===== src/rtl/rlr_pkg.sv =====
// ----------------------------------------------------------------------------
// rlr_pkg
// Shared types and constants for the recipient list remover.
// ----------------------------------------------------------------------------
package rlr_pkg;

  localparam int unsigned ID_W  = 64;
  localparam int unsigned VER_W = 32;
  localparam int unsigned IN_W  = 72;   // 2 + 1 + 4 + 64, padded to bytes
  localparam int unsigned OUT_W = 104;  // 64 + 1 + 1 + 1 + 32, padded to bytes

  typedef logic [ID_W-1:0]  id_t;
  typedef logic [VER_W-1:0] ver_t;

  // action codes
  localparam logic [1:0] ACT_REMOVE = 2'd0;
  localparam logic [1:0] ACT_WRITE  = 2'd1;
  localparam logic [1:0] ACT_READ   = 2'd2;

  localparam logic [3:0] SLOT_PRIMARY = 4'd0;
  localparam logic [3:0] SLOT_VIDEO   = 4'd9;

  typedef enum logic [1:0] {
    ST_IDLE,
    ST_SCAN,
    ST_OUT
  } rlr_state_e;

endpackage


===== src/rtl/recipient_list_remover.sv =====
// ----------------------------------------------------------------------------
// recipient_list_remover
// Direct and conference recipient tables with remove, write and read.
// ----------------------------------------------------------------------------
// Requests arrive on the s_axis channel and each produces exactly one result
// on the m_axis channel. The member slots of each table sit in a row of cells
// that rotates once per request: in each scan cycle the lowest cell is
// inspected and an id (kept, cleared, shifted or written) re-enters at the
// top cell, so a full pass visits every slot in order. Video and primary
// slots are plain registers; a remove can refill a primary during the scan.
// Flow: a request is accepted in ST_IDLE, scanned in ST_SCAN, then the
// result is presented in ST_OUT. One request is in flight at a time, so the
// block takes no new request until the receiver has taken the result.
// While the receiver holds m_axis_tready low the result stays on the port
// and s_axis_tready stays low. Reset clears every table slot and the
// version counter and returns the block to idle, ready for a request.
// ----------------------------------------------------------------------------
module recipient_list_remover #(
  parameter int unsigned MEMBER_SLOTS = 8
) (
  input  logic                        clk_i,
  input  logic                        rst_ni,
  input  logic                        s_axis_tvalid,
  output logic                        s_axis_tready,
  // action[1:0], conference_list[2], slot[6:3], member_id[70:7], zero pad
  input  logic [rlr_pkg::IN_W-1:0]    s_axis_tdata,
  output logic                        m_axis_tvalid,
  input  logic                        m_axis_tready,
  // read_value[63:0], removed[64], promoted[65], rejected[66],
  // route_version[98:67], zero pad
  output logic [rlr_pkg::OUT_W-1:0]   m_axis_tdata
);
  import rlr_pkg::*;

  localparam int unsigned CNT_W = (MEMBER_SLOTS > 1) ? $clog2(MEMBER_SLOTS) : 1;
  localparam logic [6:0]       NSLOTS   = 7'(MEMBER_SLOTS);
  localparam logic [CNT_W-1:0] CNT_LAST = CNT_W'(MEMBER_SLOTS - 1);

  rlr_state_e state_q, state_d;

  // request
  logic       in_acc, out_acc, scan, scan_last;
  logic [1:0] in_action;
  logic       in_conf;
  logic [3:0] in_slot;
  id_t        in_id;
  logic       in_prim, in_vid, in_mem;

  logic       conf_q, conf_d;
  logic [3:0] slot_q, slot_d;
  id_t        id_q, id_d;

  // scan control
  logic             rm_dir_q, rm_dir_d;
  logic             rm_conf_q, rm_conf_d;
  logic             wr_mem_q, wr_mem_d;
  logic             rd_mem_q, rd_mem_d;
  logic             prim_hit_q, prim_hit_d;
  logic             shift_q, shift_d;
  logic             stop_q, stop_d;
  logic [CNT_W-1:0] cnt_q, cnt_d;

  // results and tables
  logic removed_q, removed_d;
  logic promoted_q, promoted_d;
  logic rejected_q, rejected_d;
  id_t  rd_q, rd_d;
  ver_t version_q, version_d;
  id_t  video_q, video_d;
  id_t  dprim_q, dprim_d;
  id_t  cprim_q, cprim_d;

  // chains
  id_t  d_head, d_next, c_head, c_next;
  id_t  head, nxt, inject, kept;
  logic d_shift, c_shift, mem_hit;

  assign in_action = s_axis_tdata[1:0];
  assign in_conf   = s_axis_tdata[2];
  assign in_slot   = s_axis_tdata[6:3];
  assign in_id     = s_axis_tdata[70:7];

  assign in_prim = (in_slot == SLOT_PRIMARY);
  assign in_vid  = !in_conf && (in_slot == SLOT_VIDEO);
  assign in_mem  = !in_prim && !in_vid && ({3'b000, in_slot} <= NSLOTS);

  assign in_acc    = s_axis_tvalid && s_axis_tready;
  assign out_acc   = m_axis_tvalid && m_axis_tready;
  assign scan      = (state_q == ST_SCAN);
  assign scan_last = scan && (cnt_q == CNT_LAST);

  // next state
  always_comb begin
    state_d = state_q;
    case (state_q)
      ST_IDLE: if (in_acc) state_d = ST_SCAN;
      ST_SCAN: if (scan_last) state_d = ST_OUT;
      ST_OUT:  if (out_acc) state_d = ST_IDLE;
      default: state_d = ST_IDLE;
    endcase
  end

  // handshake outputs
  always_comb begin
    s_axis_tready = 1'b0;
    m_axis_tvalid = 1'b0;
    case (state_q)
      ST_IDLE: s_axis_tready = 1'b1;
      ST_OUT:  m_axis_tvalid = 1'b1;
      default: ;
    endcase
  end

  assign m_axis_tdata = {5'b00000, version_q, rejected_q, promoted_q, removed_q, rd_q};

  assign d_shift = scan && !conf_q;
  assign c_shift = scan && conf_q;
  assign head    = conf_q ? c_head : d_head;
  // past the top slot the list reads as empty
  assign nxt     = (cnt_q == CNT_LAST) ? '0 : (conf_q ? c_next : d_next);
  assign mem_hit = ({3'b000, slot_q} == (7'(cnt_q) + 7'd1));

  always_comb begin
    conf_d     = conf_q;
    slot_d     = slot_q;
    id_d       = id_q;
    rm_dir_d   = rm_dir_q;
    rm_conf_d  = rm_conf_q;
    wr_mem_d   = wr_mem_q;
    rd_mem_d   = rd_mem_q;
    prim_hit_d = prim_hit_q;
    shift_d    = shift_q;
    stop_d     = stop_q;
    cnt_d      = cnt_q;
    removed_d  = removed_q;
    promoted_d = promoted_q;
    rejected_d = rejected_q;
    rd_d       = rd_q;
    version_d  = version_q;
    video_d    = video_q;
    dprim_d    = dprim_q;
    cprim_d    = cprim_q;
    inject     = head;
    kept       = head;

    if (in_acc) begin
      conf_d     = in_conf;
      slot_d     = in_slot;
      id_d       = in_id;
      rm_dir_d   = 1'b0;
      rm_conf_d  = 1'b0;
      wr_mem_d   = 1'b0;
      rd_mem_d   = 1'b0;
      prim_hit_d = 1'b0;
      shift_d    = 1'b0;
      stop_d     = 1'b0;
      cnt_d      = '0;
      removed_d  = 1'b0;
      promoted_d = 1'b0;
      rejected_d = 1'b0;
      rd_d       = '0;
      case (in_action)
        ACT_REMOVE: begin
          if (in_id == '0) begin
            rejected_d = 1'b1;
          end else begin
            version_d = version_q + 1'b1;
            if (!in_conf) begin
              if (video_q == in_id) begin
                video_d   = '0;
                removed_d = 1'b1;
              end else begin
                rm_dir_d = 1'b1;
                if (dprim_q == in_id) begin
                  dprim_d    = '0;
                  removed_d  = 1'b1;
                  prim_hit_d = 1'b1;
                end
              end
            end else begin
              rm_conf_d = 1'b1;
              // primary hit: the primary takes member 0 and the list shifts
              if (cprim_q == in_id) begin
                removed_d  = 1'b1;
                prim_hit_d = 1'b1;
                shift_d    = 1'b1;
              end
            end
          end
        end
        ACT_WRITE: begin
          if (in_prim) begin
            if (in_conf) cprim_d = in_id;
            else dprim_d = in_id;
            version_d = version_q + 1'b1;
          end else if (in_vid) begin
            video_d   = in_id;
            version_d = version_q + 1'b1;
          end else if (in_mem) begin
            wr_mem_d  = 1'b1;
            version_d = version_q + 1'b1;
          end
        end
        ACT_READ: begin
          if (in_prim) rd_d = in_conf ? cprim_q : dprim_q;
          else if (in_vid) rd_d = video_q;
          else if (in_mem) rd_mem_d = 1'b1;
        end
        default: ;
      endcase
    end else if (scan) begin
      cnt_d = cnt_q + 1'b1;
      if (rm_dir_q) begin
        if (!prim_hit_q && !removed_q && (head == id_q)) begin
          kept      = '0;
          removed_d = 1'b1;
        end
        // promote the first non-empty member into an empty primary
        if ((dprim_q == '0) && !promoted_q && (kept != '0)) begin
          dprim_d    = kept;
          kept       = '0;
          promoted_d = 1'b1;
        end
        inject = kept;
      end else if (rm_conf_q) begin
        if (shift_q) begin
          if (prim_hit_q && (cnt_q == '0)) cprim_d = head;
          inject  = nxt;
          shift_d = (nxt != '0);
        end else if (!stop_q && !removed_q && (head == id_q)) begin
          inject    = nxt;
          removed_d = 1'b1;
          shift_d   = (nxt != '0);
        end else if (head == '0) begin
          stop_d = 1'b1;
        end
      end else if (wr_mem_q) begin
        if (mem_hit) inject = id_q;
      end else if (rd_mem_q) begin
        if (mem_hit) rd_d = head;
      end
    end
  end

  always_ff @(posedge clk_i or negedge rst_ni) begin
    if (!rst_ni) begin
      state_q    <= ST_IDLE;
      rm_dir_q   <= 1'b0;
      rm_conf_q  <= 1'b0;
      wr_mem_q   <= 1'b0;
      rd_mem_q   <= 1'b0;
      prim_hit_q <= 1'b0;
      shift_q    <= 1'b0;
      stop_q     <= 1'b0;
      cnt_q      <= '0;
      removed_q  <= 1'b0;
      promoted_q <= 1'b0;
      rejected_q <= 1'b0;
      version_q  <= '0;
      video_q    <= '0;
      dprim_q    <= '0;
      cprim_q    <= '0;
    end else begin
      state_q    <= state_d;
      rm_dir_q   <= rm_dir_d;
      rm_conf_q  <= rm_conf_d;
      wr_mem_q   <= wr_mem_d;
      rd_mem_q   <= rd_mem_d;
      prim_hit_q <= prim_hit_d;
      shift_q    <= shift_d;
      stop_q     <= stop_d;
      cnt_q      <= cnt_d;
      removed_q  <= removed_d;
      promoted_q <= promoted_d;
      rejected_q <= rejected_d;
      version_q  <= version_d;
      video_q    <= video_d;
      dprim_q    <= dprim_d;
      cprim_q    <= cprim_d;
    end
  end

  always_ff @(posedge clk_i) begin
    conf_q <= conf_d;
    slot_q <= slot_d;
    id_q   <= id_d;
    rd_q   <= rd_d;
  end

  rlr_chain #(
    .MEMBER_SLOTS(MEMBER_SLOTS)
  ) u_direct (
    .clk_i   (clk_i),
    .rst_ni  (rst_ni),
    .shift_i (d_shift),
    .inject_i(inject),
    .head_o  (d_head),
    .next_o  (d_next)
  );

  rlr_chain #(
    .MEMBER_SLOTS(MEMBER_SLOTS)
  ) u_conf (
    .clk_i   (clk_i),
    .rst_ni  (rst_ni),
    .shift_i (c_shift),
    .inject_i(inject),
    .head_o  (c_head),
    .next_o  (c_next)
  );

endmodule


===== src/rtl/rlr_cell.sv =====
// ----------------------------------------------------------------------------
// rlr_cell
// One member slot: holds an id and takes its neighbour's id on a shift.
// ----------------------------------------------------------------------------
module rlr_cell (
  input  logic          clk_i,
  input  logic          rst_ni,
  input  logic          shift_i,
  input  rlr_pkg::id_t  data_i,
  output rlr_pkg::id_t  data_o
);
  import rlr_pkg::*;

  id_t value_q;

  always_ff @(posedge clk_i or negedge rst_ni) begin
    if (!rst_ni) begin
      value_q <= '0;
    end else if (shift_i) begin
      value_q <= data_i;
    end
  end

  assign data_o = value_q;

endmodule


===== src/rtl/rlr_chain.sv =====
// ----------------------------------------------------------------------------
// rlr_chain
// Row of member cells forming a rotating list. On each shift every cell
// takes the id of the next one up and the top cell takes the injected id.
// ----------------------------------------------------------------------------
module rlr_chain #(
  parameter int unsigned MEMBER_SLOTS = 8
) (
  input  logic          clk_i,
  input  logic          rst_ni,
  input  logic          shift_i,
  input  rlr_pkg::id_t  inject_i,
  output rlr_pkg::id_t  head_o,
  output rlr_pkg::id_t  next_o
);
  import rlr_pkg::*;

  id_t cell_val [MEMBER_SLOTS];

  for (genvar i = 0; i < MEMBER_SLOTS; i++) begin : g_cell
    id_t cell_in;
    if (i == MEMBER_SLOTS - 1) begin : g_top
      assign cell_in = inject_i;
    end else begin : g_mid
      assign cell_in = cell_val[i+1];
    end
    rlr_cell u_cell (
      .clk_i  (clk_i),
      .rst_ni (rst_ni),
      .shift_i(shift_i),
      .data_i (cell_in),
      .data_o (cell_val[i])
    );
  end

  assign head_o = cell_val[0];

  if (MEMBER_SLOTS > 1) begin : g_next
    assign next_o = cell_val[1];
  end else begin : g_no_next
    assign next_o = '0;
  end

endmodule


===== config.mk =====
export PLATFORM = sky130hd
export DESIGN_NAME = recipient_list_remover
export DESIGN_NICKNAME = d
export VERILOG_FILES = /design/src/rtl/rlr_pkg.sv /design/src/rtl/recipient_list_remover.sv /design/src/rtl/rlr_cell.sv /design/src/rtl/rlr_chain.sv
export SDC_FILE = /design/constraint.sdc
export NUM_CORES = 2
export LEC_CHECK = 0
export BUFFER_PORTS_ARGS = -buffer_cell sky130_fd_sc_hd__buf_2
export CAP_MARGIN = 10
export CORE_MARGIN = 2
export CORE_UTILIZATION = 50
export DETAILED_ROUTE_END_ITERATION = 12
export HOLD_SLACK_MARGIN = 0.06
export PLACE_DENSITY = 0.66
export SYNTH_ARGS = -nofsm -noshare
export SYNTH_HDL_FRONTEND = slang
export SYNTH_SLANG_ARGS = --single-unit

===== constraint.sdc =====
create_clock -name clk_i -period 10.19 [get_ports clk_i]
set_clock_uncertainty 0.05 [all_clocks]
set_input_delay 1.019 -clock clk_i [delete_from_list [all_inputs] [get_ports clk_i]]
set_output_delay 1.019 -clock clk_i [all_outputs]
set_load 0.1 [all_outputs]

# ---- Word-level counts from Yosys, hierarchy flattened
# Index checks and enable logic that the tools add are counted.
dict set report totals {
  word_cells 248
  ff_bits 1396
  output_inout_bits 106
}
dict set report classes {
  addsub 3
  n_reduce_logical 54
  eq_ne 37
  n_mux 117
  magnitude_cmp 1
}
# op n
set op_table {}
lappend op_table {{$mux W64} 51}
lappend op_table {{$eq A64 B64 Y1} 4}
lappend op_table {{$pmux W64 S2} 2}
lappend op_table {{$logic_not A64 Y1} 3}
lappend op_table {{$mux W32} 4}
lappend op_table {{$reduce_bool A64 Y1} 2}
lappend op_table {{$pmux W32 S2} 1}
lappend op_table {{$mux W1} 53}
lappend op_table {{$add A32 B1 Y32 const B} 1}
lappend op_table {{$ne A2 B2 Y1 const B} 13}
lappend op_table {{$ne A3 B3 Y1 const B} 7}
lappend op_table {{$reduce_bool A2 Y1} 10}
lappend op_table {{$logic_and A1 B1 Y1} 15}
lappend op_table {{$reduce_and A6 Y1} 2}
lappend op_table {{$reduce_and A10 Y1} 1}
lappend op_table {{$reduce_and A3 Y1} 3}
lappend op_table {{$logic_not A1 Y1} 8}
lappend op_table {{$reduce_and A8 Y1} 1}
lappend op_table {{$reduce_and A7 Y1} 1}
lappend op_table {{$mux W2} 3}
lappend op_table {{$mux W3} 2}
lappend op_table {{$ne A2 B1 Y1 const B} 3}
lappend op_table {{$pmux W2 S3} 1}
lappend op_table {{$reduce_bool A3 Y1} 2}
lappend op_table {{16 further kinds} 19}

# ---- Depth between registers and ports, before layout
dict set report logic_depth {
  depth_word 13
  depth_mapped 15
  mapped_depth_nobuf 10
}

# ---- Hierarchy
# Synthesis repeated with hierarchy kept, for this count alone.
dict set report unflattened {
  cells_unflattened 4911
  hier_area_um2 68007.7
}
# mod instances cells_per_inst area_each_um2
set by_module_without_submodules {}
lappend by_module_without_submodules {rlr_cell 16 135 2678.8}
lappend by_module_without_submodules {recipient_list_remover 1 2751 25146.6}

# ---- Least setup slack after synthesis
# Ideal clock, no wire load.
dict set report synth_timing {
  path_kind {register to register}
  from {reg cnt_q[0]}
  to {reg rd_q[0], enable pin}
  path_slack_ns 3.566
  t_arrival_ns 5.999
  n_path_buf 1
  period_less_slack_ns 6.624
  path_stages_with_launch 7
  setup_ns 0.574
  cell_sequence {dfrtp_1 > ha_1 > ha_1 > xnor2_1 > o2111ai_1 > clkbuf_1 > o21ai_0}
}
dict set report synth_via {
  elab_chain_cells 4
}
# item line_no
set synth_rtl {}
lappend synth_rtl {{start, declared} recipient_list_remover.sv:61} ;# logic [CNT_W-1:0] cnt_q, cnt_d;
lappend synth_rtl {{start signal, assigned} recipient_list_remover.sv:272} ;# cnt_q <= cnt_d;
lappend synth_rtl {{$add A3 B1 Y4} recipient_list_remover.sv:121} ;# assign mem_hit = ({3'b000, slot_q} == (7'(cnt_q) + 7'd1));
lappend synth_rtl {{$eq A4 B4 Y1} recipient_list_remover.sv:121}
lappend synth_rtl {{$reduce_bool A2 Y1 (no line)} --}
lappend synth_rtl {{$reduce_and A6 Y1 (no line)} --}
lappend synth_rtl {{end signal, assigned} recipient_list_remover.sv:287} ;# rd_q <= rd_d;
lappend synth_rtl {{end, declared} recipient_list_remover.sv:67} ;# id_t rd_q, rd_d;
# Every way passes these cells.
# A chain may end at the register's enable or synchronous reset.

# ---- Final worst setup path
dict set report layout_timing {
  from {reg conf_q}
  to {reg dprim_q[25]}
}
dict set report layout_via {
  elab_chain_cells 11
}
# item line_no
set layout_rtl {}
lappend layout_rtl {{start, declared} recipient_list_remover.sv:49} ;# logic conf_q, conf_d;
lappend layout_rtl {{start signal, assigned} recipient_list_remover.sv:284} ;# conf_q <= conf_d;
lappend layout_rtl {{$mux W64 *} recipient_list_remover.sv:118} ;# assign head = conf_q ? c_head : d_head;
lappend layout_rtl {{$eq A64 B64 Y1} recipient_list_remover.sv:214} ;# if (!prim_hit_q && !removed_q && (head == id_q)) begin
lappend layout_rtl {{$logic_and A1 B1 Y1} recipient_list_remover.sv:214}
lappend layout_rtl {{$mux W64 *} recipient_list_remover.sv:214}
lappend layout_rtl {{$mux W64 *} recipient_list_remover.sv:213} ;# if (rm_dir_q) begin
lappend layout_rtl {{$mux W64 *} recipient_list_remover.sv:211} ;# end else if (scan) begin
lappend layout_rtl {{$mux W64 *} recipient_list_remover.sv:146} ;# if (in_acc) begin
lappend layout_rtl {{$reduce_bool A64 Y1 / $mux W64 (equally long branches)} recipient_list_remover.sv:219} ;# if ((dprim_q == '0) && !promoted_q && (kept != '0)) begin
lappend layout_rtl {{$logic_and A1 B1 Y1 / $mux W64 (equally long branches)} {recipient_list_remover.sv:219, recipient_list_remover.sv:213}}
lappend layout_rtl {{$reduce_bool A2 Y1 (no line) / $mux W64 (equally long branches)} --}
lappend layout_rtl {{$reduce_and A10 Y1 (no line) / $mux W64 (equally long branches)} --}
lappend layout_rtl {{end signal, assigned} recipient_list_remover.sv:278} ;# dprim_q <= dprim_d;
lappend layout_rtl {{end, declared} recipient_list_remover.sv:70} ;# id_t dprim_q, dprim_d;
# Every way passes the cells marked *; elsewhere a longest branch is shown, timed or not. The select of a mux whose other input is x is not followed.

==> impl_metrics.prom <==
# TYPE chip_impl_metric gauge
chip_impl_info{name="status",value="completed"} 1
chip_impl_metric{name="hold_viol",unit=""} 0
chip_impl_metric{name="first_global_vias",unit=""} 48380
chip_impl_metric{name="number_of_enable_type_register_cells_in_the_synthesized_netlist",unit=""} 133
chip_impl_metric{name="placedInstanceArea",unit="um^2"} 66200
chip_impl_metric{name="initial_core_util",unit="%"} 50.5
chip_impl_metric{name="mapped_area",unit="um^2"} 64500
chip_impl_metric{name="synth.avg_cell_area",unit="um^2"} 8.93
chip_impl_metric{name="slew-limit-headroom",unit="%"} 4.92
chip_impl_info{name="synth_flop_cell",value="sky130_fd_sc_hd__dfrtp_1"} 1
chip_impl_metric{name="final.setup.tns",unit="ps"} 0
chip_impl_info{name="timing.critical_path.from_type",value="flop"} 1
chip_impl_metric{name="detailedRoute.firstPassIterationCount",unit=""} 6
chip_impl_metric{name="yosysTopAreaCellShare",unit="%"} 49.0
chip_impl_metric{name="synth_sequential_area_ratio",unit="%"} 55.2
chip_impl_metric{name="setup_viol",unit=""} 0
chip_impl_metric{name="power_per_cell_area",unit="nW/um^2"} 301
chip_impl_info{name="worstHoldPathType",value="in -> async"} 1
chip_impl_metric{name="cp_num_buf_inv",unit=""} 2
chip_impl_metric{name="fin_nets",unit=""} 7171
chip_impl_info{name="cp_delay_by_family_top",value="simple AND/OR/NAND/NOR gates"} 1
chip_impl_metric{name="die_height",unit="um"} 363
chip_impl_metric{name="worstSkewPairLatency",unit="ps"} 800
chip_impl_info{name="crit-reg2reg-launch",value="conf_q"} 1
chip_impl_metric{name="number_of_levels_in_the_clock_h_tree",unit=""} 4
chip_impl_info{name="cp_cell_sequence",value="buf_12 > mux2i_4 > xnor2_1 > nor4_1 > nand2_1 > nor2_2 > nand3_1 > a32oi_4 > buf_4 > mux2_2"} 1
chip_impl_metric{name="worst-slew-pin-transition",unit="ps"} 1430
chip_impl_metric{name="io_buffers",unit=""} 175
chip_impl_metric{name="irDropWorstVdd",unit="mV"} 0.213
chip_impl_metric{name="r2r.worst_path.cells",unit=""} 10
chip_impl_metric{name="grt.total_usage",unit="%"} 31.7
chip_impl_metric{name="cp_data_required_time",unit="ps"} 10800
chip_impl_metric{name="ant_nets",unit=""} 0
chip_impl_metric{name="remaining_drc_errors",unit=""} 0
chip_impl_info{name="highest_delay_cell_along_the_critical_path",value="sky130_fd_sc_hd__a32oi_4"} 1
chip_impl_metric{name="floorplan.die.width",unit="um"} 363
chip_impl_metric{name="ctsLongestPathBuffers",unit=""} 3
chip_impl_metric{name="fin_crit_share",unit="%"} 63.1
chip_impl_metric{name="post_route_cells_drive_above_1_share",unit="%"} 9.11
chip_impl_metric{name="timing.critical_path.depth",unit=""} 10
chip_impl_metric{name="finalWeightedCongestion",unit=""} 0.986
chip_impl_metric{name="max_stage_delay",unit="ps"} 1060
chip_impl_metric{name="path_clk_slew",unit="ps"} 60
chip_impl_metric{name="maxClockFrequency",unit="GHz"} 0.155
chip_impl_metric{name="final-max-slew-violation-count",unit=""} 0
chip_impl_info{name="endpoint",value="dprim_q[25]"} 1
chip_impl_metric{name="initial_antenna_violation_count",unit=""} 9
chip_impl_info{name="crit_start",value="conf_q"} 1
chip_impl_metric{name="use_met2",unit="%"} 44.4
chip_impl_metric{name="top_level_ports",unit=""} 182
chip_impl_metric{name="cts-resized-gates",unit=""} 0
chip_impl_metric{name="detailroute.via_count",unit=""} 52363
chip_impl_metric{name="hold_ws",unit="ps"} 193
chip_impl_metric{name="worstPathMaxFanout",unit=""} 118
chip_impl_info{name="synth_most_common_cell",value="sky130_fd_sc_hd__nand2_1"} 1
chip_impl_metric{name="grt_overflow_total",unit=""} 0
chip_impl_metric{name="flop_to_flop_setup_slack",unit="ps"} 3760
chip_impl_metric{name="drt_first_iter_violations",unit=""} 6816
chip_impl_metric{name="design.core.area",unit="um^2"} 128000
chip_impl_metric{name="detailed_place_hpwl",unit="um"} 140000
chip_impl_metric{name="num_rows",unit=""} 131
chip_impl_info{name="regToRegEndpoint",value="dprim_q[25]"} 1
chip_impl_metric{name="drt-vias-per-instance",unit=""} 5.89
chip_impl_info{name="synth.largest_area_cell",value="sky130_fd_sc_hd__dfrtp_1"} 1
chip_impl_metric{name="cts.hold.buffers_added",unit=""} 0
chip_impl_metric{name="area_growth",unit="%"} 10.7
chip_impl_metric{name="globalRouteMet1Util",unit="%"} 45.5
chip_impl_metric{name="cts.sinks",unit=""} 1396
chip_impl_metric{name="route.final.wire_length",unit="um"} 210000
chip_impl_info{name="crit_path_end_kind",value="flop"} 1
chip_impl_metric{name="grt_start_max_net_pins",unit=""} 228
chip_impl_info{name="setup_cp_type",value="reg -> reg"} 1
chip_impl_metric{name="maxCapViolCount",unit=""} 0
chip_impl_metric{name="leakage_component_of_the_power",unit="uW"} 0.0355
chip_impl_metric{name="cts_inserted_buffers",unit=""} 152
chip_impl_metric{name="grt_first_pass_wirelength",unit="um"} 314000
chip_impl_metric{name="design_area",unit="um^2"} 71400
chip_impl_metric{name="fp.dieArea",unit="um^2"} 132000
chip_impl_metric{name="cts_post_setup_buffers_inserted",unit=""} 0
chip_impl_metric{name="groute.layer.met3.usage",unit="%"} 6.71
chip_impl_info{name="cts_tree",value="yes"} 1
chip_impl_metric{name="synth_warnings",unit=""} 0
chip_impl_metric{name="min_period",unit="ps"} 6430
chip_impl_info{name="synth_top_cells_by_count",value="sky130_fd_sc_hd__nand2_1 (3,246), sky130_fd_sc_hd__dfrtp_1 (1,263), sky130_fd_sc_hd__clkbuf_1 (465)"} 1
chip_impl_metric{name="postSynth.asyncResetShare",unit="%"} 90.5
chip_impl_info{name="netlist_top_cells_area",value="sky130_fd_sc_hd__dfrtp_1 (49%), sky130_fd_sc_hd__nand2_1 (19%), sky130_fd_sc_hd__edfxtp_1 (6.2%), sky130_fd_sc_hd__o21ai_0 (3.4%), sky130_fd_sc_hd__clkbuf_1 (2.7%)"} 1
chip_impl_metric{name="syn-instance-count",unit=""} 7217
chip_impl_info{name="cts_root_buf",value="sky130_fd_sc_hd__clkbuf_16"} 1
chip_impl_info{name="global_route.peak_usage_layer",value="met1"} 1
chip_impl_metric{name="timing.critical_path.arrival",unit="ps"} 7040
chip_impl_metric{name="post_synth_num_cell_types",unit=""} 68
chip_impl_metric{name="fill_cells",unit=""} 11383
chip_impl_metric{name="route.detailed.wl_per_inst",unit="um"} 23.7
chip_impl_info{name="unrepaired_setup_endpoints_after_global_routing",value="no"} 1
chip_impl_metric{name="synth.ff_latch_count",unit=""} 1396
[state kept, by name (all words and copies together), names as in the netlist]
register and flops:
u_conf.g_cell.u_cell.data_o 512, u_direct.g_cell.u_cell.data_o 512, cprim_q 64, dprim_q 64, id_q 64, rd_q 64, video_q 64, version_q 32
slot_q 4, cnt_q 3, state_q 2, conf_q 1, prim_hit_q 1, promoted_q 1, rd_mem_q 1, rejected_q 1
removed_q 1, rm_conf_q 1, rm_dir_q 1, shift_q 1, stop_q 1, wr_mem_q 1
[final cells by class]
cell class	instances	area, um^2	area share (%)
tap	1662	2080	2.91
clock inverter	55	653	0.915
clock buffer	223	4520	6.33
timing repair buffer	256	1640	2.29
sequential	1396	35600	49.9
multi-input combinational	5261	26800	37.5
antenna	10	25.0	0.0351
inverter	24	95.1	0.133
[how the worst min path moves through the flow]
stage | cells after the start | slack [ps] | end
5_1_grt | 1 | 230 | u_direct.g_cell[4].u_cell.data_o[50]
2_1_floorplan | 2 | 390 | u_conf.g_cell[1].u_cell.data_o[0]
6_report | 1 | 190 | u_direct.g_cell[4].u_cell.data_o[50]
3_3_place_gp | 2 | 390 | u_direct.g_cell[4].u_cell.data_o[39]
4_1_cts | 1 | 200 | u_direct.g_cell[4].u_cell.data_o[49]
3_5_place_dp | 2 | 400 | u_direct.g_cell[5].u_cell.data_o[12]
[worst reg2reg max path: cells and delay by family (launching register included)]
family                 cells  cell delay (ps)
AO/OA/AOI/OAI              1             1060
multiplexers               2             1230
buffers and inverters      2             1150
XOR/XNOR                   1              290
flip-flops                 1              530
AND/OR/NAND/NOR            4             1990
[per-layer routing]
layer,share of wire (%),wire (um),vias up
met2,42,88200,2557
li1,-,-,23593
met5,0.017,35,-
met4,6.3,13300,6
met3,9.6,20200,543
met1,42,88600,25664
[where the power goes]
part	switching (uW)	leakage [uW]	internal, uW
sequential	1410	0.0181	7430
clock	2320	0.00254	3390
combinational	5010	0.0149	1890
total	8750	0.0355	12700
[stage by stage]
| step | util (%) | setup WS [ps] | std cells | power, uW |
|---|---|---|---|---|
| floorplan | - | 3570 | 7221 | 13000 |
| global placement | 51.8 | 4010 | 8598 | 15500 |
| detailed placement | 51.8 | 3960 | 8598 | 15600 |
| CTS | 55.9 | 3930 | 8876 | 21400 |
| global route | 55.9 | 3710 | 8882 | 22500 |
| finish | 55.9 | 3760 | 8887 | 21500 |
[cell families (layout without fill, tap and decap cells)]
logic type               Yosys count  in the layout  share of synthesized area (%)
multiplexers                     296            296                           4.94
AND/OR/NAND/NOR                 3772           3772                           23.3
adder cells (fa/ha/maj)            4              4                         0.0776
XOR/XNOR                         281            281                           3.82
other                              1             15                        0.00582
flip-flops                      1396           1396                           55.2
buffers and inverters            564            558                           3.56
AO/OA/AOI/OAI                    903            903                           9.07
[cell usage in the layout (no fill, tap or decap), types with 41 or more instances in the layout]
cell | netlist | final
sky130_fd_sc_hd__a21oi_1 | 50 | 50
sky130_fd_sc_hd__a22o_1 | 61 | 61
sky130_fd_sc_hd__and3_1 | 42 | 41
sky130_fd_sc_hd__buf_2 | 14 | 173
sky130_fd_sc_hd__buf_4 | 16 | 70
sky130_fd_sc_hd__clkbuf_16 | 0 | 159
sky130_fd_sc_hd__dfrtp_1 | 1263 | 1262
sky130_fd_sc_hd__edfxtp_1 | 133 | 133
sky130_fd_sc_hd__mux2_2 | 99 | 99
sky130_fd_sc_hd__mux2i_1 | 172 | 172
sky130_fd_sc_hd__nand2_1 | 3246 | 3241
sky130_fd_sc_hd__nand3_1 | 114 | 114
sky130_fd_sc_hd__nand4_1 | 61 | 61
sky130_fd_sc_hd__nor2_1 | 113 | 110
sky130_fd_sc_hd__nor4_1 | 122 | 120
sky130_fd_sc_hd__o211ai_1 | 90 | 90
sky130_fd_sc_hd__o21ai_0 | 444 | 443
sky130_fd_sc_hd__o22ai_1 | 61 | 61
sky130_fd_sc_hd__xnor2_1 | 183 | 183
sky130_fd_sc_hd__xor2_1 | 98 | 98
(Power assumes the default switching activity.)
